## config.mk

```make
export PLATFORM = sky130hd
export DESIGN_NAME = bdgf_back
export DESIGN_NICKNAME = d
export VERILOG_FILES = /design/src/rtl/bdgf_pkg.sv /design/src/rtl/bdgf_back.sv
export SDC_FILE = /design/constraint.sdc
export NUM_CORES = 2
export LEC_CHECK = 0
export BUFFER_PORTS_ARGS = -buffer_cell sky130_fd_sc_hd__buf_2
export CAP_MARGIN = 10
export CORE_MARGIN = 3
export CORE_UTILIZATION = 58
export CTS_BUF_LIST = sky130_fd_sc_hd__clkbuf_4
export DETAILED_ROUTE_END_ITERATION = 8
export MAX_ROUTING_LAYER = met4
export PLACE_DENSITY = 0.76
export SLEW_MARGIN = 30
export SYNTH_ARGS = -nofsm -noshare
export SYNTH_HDL_FRONTEND = slang
export SYNTH_SLANG_ARGS = --single-unit
```

## constraint.sdc

```tcl
create_clock -name clk -period 22.2 [get_ports clk]
set_clock_uncertainty 0.15 [all_clocks]
set_input_delay 2.22 -clock clk [delete_from_list [all_inputs] [get_ports clk]]
set_output_delay 2.22 -clock clk [all_outputs]
set_load 0.01 [all_outputs]
```

## src/rtl/bdgf_pkg.sv

```systemverilog
// shared types and constants of the barcode duplicate group filter
`timescale 1ns / 1ps
package bdgf_pkg;
  localparam logic OP_LOAD = 1'b0;
  localparam logic OP_RECORD = 1'b1;

  localparam logic [1:0] VERDICT_KEPT = 2'd0;
  localparam logic [1:0] VERDICT_TOO_MANY = 2'd1;
  localparam logic [1:0] VERDICT_TOO_FAR = 2'd2;

  localparam logic [1:0] REG_MAX_DUP = 2'd0;
  localparam logic [1:0] REG_MAX_DIST = 2'd1;
  localparam logic [1:0] REG_SCALE = 2'd2;

  // classified record handed from front to back
  typedef struct packed {
    logic        last;
    logic [62:0] key;
    logic [33:0] sx;   // signed pixel value for x, before scaling
    logic [33:0] sy;   // signed pixel value for y, before scaling
  } rec_t;
endpackage

```

## src/rtl/bdgf_back.sv

```systemverilog
// back end: scaling, pairwise distance with one shared multiplier, verdict
`timescale 1ns / 1ps
module bdgf_back #(
  parameter int GROUP_DEPTH = 8,
  parameter int COORD_BITS = 31
) (
  input  logic                   clk,
  input  logic                   rst,
  input  logic                   q_valid,
  input  bdgf_pkg::rec_t         q_data,
  output logic                   q_pop,
  input  logic [3:0]             max_duplicates,
  input  logic [30:0]            max_distance_nm,
  input  logic [15:0]            pixel_scale,
  output logic                   done,
  output logic [1:0]             verdict,
  output logic [7:0]             group_size,
  output logic [62:0]            max_distance_sq,
  output logic [30:0]            out_x,
  output logic [30:0]            out_y,
  output logic [62:0]            out_key,
  output logic                   idle
);
  localparam int GW = (GROUP_DEPTH > 1) ? $clog2(GROUP_DEPTH) : 1;
  localparam logic [COORD_BITS-1:0] CMAX = '1;

  localparam logic [2:0] S_IDLE = 3'd0;
  localparam logic [2:0] S_SCX  = 3'd1;
  localparam logic [2:0] S_SCY  = 3'd2;
  localparam logic [2:0] S_DX   = 3'd3;
  localparam logic [2:0] S_DY   = 3'd4;
  localparam logic [2:0] S_END  = 3'd5;
  localparam logic [2:0] S_THR  = 3'd6;

  logic [2:0] state;
  bdgf_pkg::rec_t rec;
  logic [COORD_BITS-1:0] gx;
  logic [COORD_BITS-1:0] gy;
  logic [COORD_BITS-1:0] st_x [GROUP_DEPTH];
  logic [COORD_BITS-1:0] st_y [GROUP_DEPTH];
  logic [COORD_BITS-1:0] rx;
  logic [COORD_BITS-1:0] ry;
  logic [7:0]  count;
  logic [62:0] run_max;
  logic [62:0] key;
  logic [62:0] dsq;
  logic [GW:0] k;
  logic [3:0]  limit;

  assign limit = ({28'd0, max_duplicates} > GROUP_DEPTH) ? 4'(GROUP_DEPTH) : max_duplicates;

  // shared multiplier operands
  logic [33:0] ma;
  logic [33:0] mb;
  logic [67:0] prod;
  logic [33:0] sv;
  logic [COORD_BITS-1:0] da;
  logic [COORD_BITS-1:0] db;
  logic [COORD_BITS-1:0] dd;
  logic [59:0] sc;
  always_comb begin
    sv = (state == S_SCX) ? rec.sx : rec.sy;
    da = (state == S_DX) ? gx : gy;
    db = (state == S_DX) ? rx : ry;
    dd = (da > db) ? da - db : db - da;
    case (state)
      S_SCX, S_SCY: begin
        ma = sv;
        mb = {18'd0, pixel_scale};
      end
      S_THR: begin
        ma = {3'd0, max_distance_nm};
        mb = {3'd0, max_distance_nm};
      end
      default: begin
        ma = 34'(dd);
        mb = 34'(dd);
      end
    endcase
    prod = ma * mb;
    sc = prod[67:8];
  end

  logic [COORD_BITS-1:0] scaled;
  assign scaled = sv[33] || sv == '0 ? '0 :
                  (sc > 60'(CMAX)) ? CMAX : COORD_BITS'(sc);

  logic stored_ok;
  assign stored_ok = ({24'd0, count} < 32'(limit));
  logic [GW-1:0] cidx;
  assign cidx = GW'(count);

  // rx/ry are registered reads; S_DY fetches the next point so the following S_DX sees it
  logic [GW-1:0] kr;
  assign kr = (state == S_DY) ? GW'(k + 1'b1) : GW'(k);

  always_ff @(posedge clk) begin
    if (state == S_IDLE && q_valid) rec <= q_data;
    if (state == S_SCX) gx <= scaled;
    if (state == S_SCY) gy <= scaled;
    if (state == S_DX) dsq <= 63'(prod);
    if (state == S_END && stored_ok) begin
      st_x[cidx] <= gx;
      st_y[cidx] <= gy;
    end
    rx <= st_x[kr];
    ry <= st_y[kr];
  end

  logic [62:0] thr;
  logic [62:0] fx;
  logic [62:0] fy;

  always_ff @(posedge clk) begin
    if (rst) begin
      state <= S_IDLE;
      count <= '0;
      run_max <= '0;
      key <= '0;
      k <= '0;
      done <= 1'b0;
    end else begin
      done <= 1'b0;
      case (state)
        S_IDLE: if (q_valid) state <= S_SCX;
        S_SCX: begin
          state <= S_SCY;
          if (count == '0) key <= rec.key;
          k <= '0;
        end
        S_SCY: state <= (stored_ok && count != '0) ? S_DX : S_END;
        S_DX: state <= S_DY;
        S_DY: begin
          if (dsq + 63'(prod) > run_max) run_max <= dsq + 63'(prod);
          k <= k + 1'b1;
          state <= ((k + 1'b1) == (GW+1)'(count)) ? S_END : S_DX;
        end
        S_END: begin
          if (count != 8'hff) count <= count + 1'b1;
          state <= rec.last ? S_THR : S_IDLE;
        end
        S_THR: begin
          done <= 1'b1;
          count <= '0;
          run_max <= '0;
          state <= S_IDLE;
        end
        default: state <= S_IDLE;
      endcase
    end
  end

  assign thr = 63'(prod);
  assign fx = 63'(st_y[0]);
  assign fy = 63'(st_x[0]);
  logic too_many;
  assign too_many = ({24'd0, count} > 32'(limit));

  always_ff @(posedge clk) begin
    if (state == S_THR) begin
      group_size <= count;
      out_key <= key;
      verdict <= too_many ? bdgf_pkg::VERDICT_TOO_MANY :
                 (run_max > thr) ? bdgf_pkg::VERDICT_TOO_FAR : bdgf_pkg::VERDICT_KEPT;
      max_distance_sq <= too_many ? '0 : run_max;
      out_x <= too_many ? '0 : 31'(fx);
      out_y <= too_many ? '0 : 31'(fy);
    end
  end

  assign q_pop = (state == S_IDLE) && q_valid;
  assign idle = (state == S_IDLE);
endmodule

```

Word level (Yosys, flattened, before mapping) --
Memories as Yosys holds them, arrays and structs flattened. A register that Yosys moved wholly into a read port is not among the register bits. Index checks and enable logic that the tools add are counted.
Operators by class: add/subtract/negate cells 5, $mul 1, magnitude comparators 7, equal/unequal tests 11, muxes and demuxes 24, reduce and logical (&&, ||, !) cells 15
Operators with widths (number):
- 2-to-1 mux 31 bit | 5
- greater-than comparator 63 bit | 2
- one-hot mux 63 bit (2 select lines) | 1
- multiplier 34 x 34 -> 68 bit | 1
- one-hot mux 34 bit (2 select lines) | 1
- adder 63 bit | 1
- 2-to-1 mux 63 bit | 1
- one-hot mux 31 bit (2 select lines) | 1
- subtractor 31 bit | 2
- greater-than comparator 60 x 31 -> 1 bit (second input constant) | 1
- logical NOT 34 bit | 1
- 2-to-1 mux 34 bit | 1
- greater-than comparator 31 bit | 1
- one-hot mux 3 bit (6 select lines) | 1
- one-hot mux 8 bit (2 select lines) | 1
- 2-to-1 mux 3 bit | 5
- == test 3 bit (second input constant) | 3
- adder 8 x 1 -> 8 bit (second input constant) | 1
- greater-than comparator 8 x 4 -> 1 bit | 1
- logical NOT 8 bit | 1
- less-than comparator 8 x 4 -> 1 bit | 1
- 2-to-1 mux 8 bit | 1
- inequality test 8 bit (second input constant) | 1
- one-hot mux 4 bit (2 select lines) | 1
- 17 further kinds | 27
Storage, ports and cells: register bits 535, RAM bits 496, output and inout port bits 201, memories kept 2
Memory list:
- st_x | words 8, width 31, read ports 2, clocked after Yosys merged registers in 2, write ports 1, RTL line bdgf_back.sv:39 | logic [COORD_BITS-1:0] st_x [GROUP_DEPTH];
- st_y | words 8, width 31, read ports 2, clocked after Yosys merged registers in 2, write ports 1, RTL line bdgf_back.sv:40 | logic [COORD_BITS-1:0] st_y [GROUP_DEPTH];

Logic depth before layout (Yosys ltp) --
word-level depth 10, depth in mapped cells 69, depth with buffers taken out 62

Least setup slack after synthesis --
No wires, ideal clock.
kind reg-to-reg, start register state[2], end register run_max[42], arrival 18359 ps, setup slack 3564 ps, stages on the path, launching flop included 56, clock period less this slack 18636 ps, cells stage by stage dfxtp_1 clkbuf_1 nor2b_1 nand2_1 inv_1 buf_2 buf_1 clkbuf_1 a22oi_1 o21ai_1 clkbuf_1 o21ai_0 fa_1 inv_1 fa_1 inv_1 fa_1 inv_1 (+20 left out) a221oi_1 o21ai_0 a31oi_1 nor3_1 nor2_1 nor2_1 xnor2_1 ha_1 nand4_1 nor4_1 nand3_1 a31o_2 a31oi_1 clkbuf_1 clkbuf_1 nor2_1 a31oi_1 nor2_1
On the way: longest elaborated chain between the ends 10, elaborated cells on any way between the ends 23, classes of those cells add/sub: 3; mul: 1; order compare: 2; eq/ne: 6; mux: 8; reduce/logical: 3
Ends and longest elaborated chain:
- from (decl) | RTL line bdgf_back.sv:35 | logic [2:0] state;
- from (signal assigned) | RTL line bdgf_back.sv:131 | S_SCY: state <= (stored_ok && count != '0) ? S_DX : S_END;
- from (signal assigned) | RTL line bdgf_back.sv:136 | state <= ((k + 1'b1) == (GW+1)'(count)) ? S_END : S_DX;
- from (signal assigned) | RTL line bdgf_back.sv:140 | state <= rec.last ? S_THR : S_IDLE;
- == test 3 x 2 -> 1 bit | RTL line bdgf_back.sv:63, bdgf_back.sv:64
- 2-to-1 mux 31 bit, on equally long branches | RTL line bdgf_back.sv:64, bdgf_back.sv:63
- subtractor 31 bit or greater-than comparator 31 bit (tied branches) | RTL line bdgf_back.sv:65 | dd = (da > db) ? da - db : db - da;
- 2-to-1 mux 31 bit | RTL line bdgf_back.sv:65
- one-hot mux 34 bit (2 select lines) or one-hot mux 31 bit (2 select lines) (tied branches) | RTL line bdgf_back.sv:66 | case (state)
- multiplier 34 x 34 -> 68 bit (*) | RTL line bdgf_back.sv:80 | prod = ma * mb;
- net prod[40] | RTL line bdgf_back.sv:55 | logic [67:0] prod;
- adder 63 bit (*) | RTL line bdgf_back.sv:134 | if (dsq + 63'(prod) > run_max) run_max <= dsq + 63'(prod);
- greater-than comparator 63 bit | RTL line bdgf_back.sv:134
- inequality test 2 x 1 -> 1 bit (no line)
- AND reduction 2 bit (no line)
- to (signal assigned) | RTL line bdgf_back.sv:134
- to (decl) | RTL line bdgf_back.sv:44 | logic [62:0] run_max;
Mark *: on every way through the listed nets, which the timed path passes. The rest lies on a longest branch. The select of a mux whose other input is x is not followed. A chain may end at the register's enable or synchronous reset.

Worst setup path in the final report --
start register state[1], end register run_max[3]
On the way: longest elaborated chain between the ends 10, elaborated cells on any way between the ends 23, classes of those cells add/sub: 3; mul: 1; order compare: 2; eq/ne: 6; mux: 8; reduce/logical: 3
Ends and longest elaborated chain (RTL line):
- == test 3 x 2 -> 1 bit | bdgf_back.sv:63, bdgf_back.sv:64
- 2-to-1 mux 31 bit, on equally long branches | bdgf_back.sv:64, bdgf_back.sv:63
- subtractor 31 bit or greater-than comparator 31 bit (tied branches) | bdgf_back.sv:65
- 2-to-1 mux 31 bit | bdgf_back.sv:65
- one-hot mux 34 bit (2 select lines) or one-hot mux 31 bit (2 select lines) (tied branches) | bdgf_back.sv:66
- multiplier 34 x 34 -> 68 bit (*) | bdgf_back.sv:80
- net prod[48] | bdgf_back.sv:55
- adder 63 bit (*) | bdgf_back.sv:134
- greater-than comparator 63 bit (*) | bdgf_back.sv:134
- inequality test 2 x 1 -> 1 bit (no line) (*)
- AND reduction 2 bit (no line) (*)
Marked as above.

==> impl_metrics.json <==
{
  "worst_setup_path_start_kind": "flip-flop",
  "synthCells": 7892,
  "rows": 141,
  "clk_latency_ns": 1.24,
  "max_freq_ghz": 0.0500,
  "coreArea_mm2": 0.149,
  "drive_gt1_share_pct": 16.0,
  "synth_area_per_cell_um2": 11.0,
  "post-cts-setup-buffers": 0,
  "stdcell_count": 10602,
  "io_pins": 387,
  "worstSetupStartpoint": "state[1]",
  "grt_antenna_before_repair": 14,
  "wirelength_um": 282000,
  "ctsResizeCount": 0,
  "synth_compound_area_share_pct": 9.99,
  "synthXorXnorAreaFrac_pct": 1.35,
  "grt_overflow": 0,
  "synth_top_family_by_area": "adder cells",
  "period_share_pct": 90.2,
  "numPlacedInstances": 10056,
  "nFillCells": 11675,
  "holdBufCountCts": 0,
  "seq_area_mm2": 0.0326,
  "drt_pass1_iterations": 8,
  "grt_pass1_vias": 67401,
  "synth_area_leaders": "edfxtp_1, fa_1, ha_1, inv_1, dfxtp_1",
  "cpMostUsedCell": "fa_1",
  "finalCriticalPeriod_ns": 20.01,
  "yosys.area_share.simple_pct": 10.2,
  "synthMuxAreaShare_pct": 4.97,
  "worstPathRequired_ns": 22.99,
  "synth_fa_ha_area_share_pct": 28.9,
  "cts_sinks": 1155,
  "slew_headroom_pct": 23.6,
  "antenna_left": 0,
  "cts_root_buffer": "clkbuf_4",
  "port_buffers": 386,
  "dieArea_mm2": 0.155,
  "critical_path_arrival_ns": 20.80,
  "synth.distinct_cells": 112,
  "syn2layout_area_growth_pct": 9.29,
  "crit_end": "run_max[3]",
  "ys.flop_type": "edfxtp_1",
  "cts_buffer_depth": 4,
  "outcome": "finished, final reports clean",
  "place.gp.congestion": 1.06,
  "drt-vias-per-instance": 6.13,
  "ys_seq_elements": 1155,
  "globalRouteTotalUtil_pct": 37.4,
  "start_util_pct": 58.7,
  "numCtsBuffers": 302,
  "max_cap_viol_count": 0,
  "die_h_um": 394,
  "clkTransAtPathRegs_ns": 0.07,
  "max_stage_delay_ns": 0.99,
  "worst_path_max_delay_cell": "and3_1",
  "worstHoldPathType": "reg2reg",
  "drtIter0Drc": 6449,
  "synth_common_cells": "inv_1, edfxtp_1, fa_1",
  "detailed_place_hpwl_um": 211000,
  "worst_slew_pin_slew_ns": 1.15,
  "fin_nets": 10007,
  "r2r-start": "state[1]",
  "synth_area_mm2": 0.0872,
  "vias": 65006,
  "final_hold_viol_count": 0,
  "ys_async_sr_fraction_pct": 0,
  "setup_viol": 0,
  "fin_tns_setup_ns": 0,
  "reg2reg_setup_slack_ns": 2.19,
  "cts_tree": "done",
  "reg2reg_depth": 55,
  "drc": 0,
  "ys_seq_area_share_pct": 37.4,
  "grt_pass1_wl_um": 419000,
  "utilization_pct": 64.1,
  "synth_edf_count": 951,
  "multi_input_area_mm2": 0.0488,
  "finalMaxSlewViolations": 0,
  "grt_max_degree": 92,
  "worstPathMaxFanout": 91,
  "reg2reg_to": "run_max[3]",
  "crit_path_end_kind": "flip-flop",
  "yosysTopAreaCell": "edfxtp_1",
  "rsz0062_at_grt": "no",
  "yosysWarnings": 0,
  "htreeDepth": 5,
  "yosysMostFrequentCell": "inv_1",
  "critPathKind": "reg2reg",
  "netlist.area_leader.share_pct": 32.8,
  "wire_per_inst_um": 26.6,
  "die_x_um": 394
}
==> cell type report <==
type                       count  share of cell area, %
multi-input combinational   5197                   51.3
sequential                  1155                   34.3
inverter                    1185                   4.68
clock buffer                 434                   3.42
timing repair buffer         521                   3.15
tap                         2002                   2.63
clock inverter                90                  0.548
antenna                       18                 0.0473
==> through the flow <==
stage	hold WS (ns)	instance area [um2]	setup WS [ns]
final	0.257	95300	2.19
after global routing	0.247	95300	1.42
after CTS	0.259	95100	2.71
after detailed placement	0.265	91400	2.81
after global placement	0.261	91300	2.95
after floorplan	0.258	87300	3.56
==> sequential cells by signal, summed over array words and instances, names as in the netlist, 63 cells and up <==
signal	count
rec	132
key	63
run_max	63
dsq	63
max_distance_sq	63
st_x	248
st_y	248
out_key	63
==> critical path, delay by kind of cell, from the launching register on <==
family | cells | cell delay (ns)
XOR/XNOR | 2 | 0.60
adder cells (fa/ha/maj) | 13 | 5.89
flip-flops | 1 | 0.72
buffers and inverters | 8 | 1.26
AND/OR/NAND/NOR | 17 | 5.60
AO/OA/AOI/OAI | 12 | 3.99
multiplexers | 3 | 1.45
==> placed cells by master, fill, tap and decap left out, types with 207 or more instances in the layout <==
master    synthesis  routed
nor2_1          671     662
buf_2            92     385
o21ai_0         207     207
a21oi_1         415     410
ha_1            530     529
inv_1          1177    1175
clkbuf_4          0     435
fa_1            929     929
edfxtp_1        951     951
nand2_1         800     797
==> worst min-delay path by stage <==
stage / start / to / slack [ns] / depth (start not counted)
after floorplan: key[0] / out_key[0] / 0.26 / 0
after global placement: key[16] / out_key[16] / 0.26 / 0
after detailed placement: key[52] / out_key[52] / 0.26 / 0
after CTS: key[25] / out_key[25] / 0.26 / 0
after global routing: key[51] / out_key[51] / 0.25 / 0
final: key[52] / out_key[52] / 0.26 / 0
==> kinds of logic (layout without fill, tap and decap cells) <==
kind of cell / Yosys count / count (layout)
AOI/OAI and AO/OA: 1275 / 1275
xor gates and xnor gates: 132 / 132
adders and majority gates: 1459 / 1459
buffers and inverters: 1584 / 2230
DFF: 1155 / 1155
muxes: 266 / 266
other: 2 / 64
and+or+nand+nor: 2019 / 2019
==> metal layers <==
layer	up-vias	global-route usage [%]	wire (um)
met5	-	-	0
met4	0	24.2	21800
met3	1090	10.0	32100
met2	4009	56.6	129000
met1	32218	44.5	98700
li1	27689	-	-
Power is not shown: default switching activity piles up to over one toggle a cycle in this logic, so the estimate is an artifact.
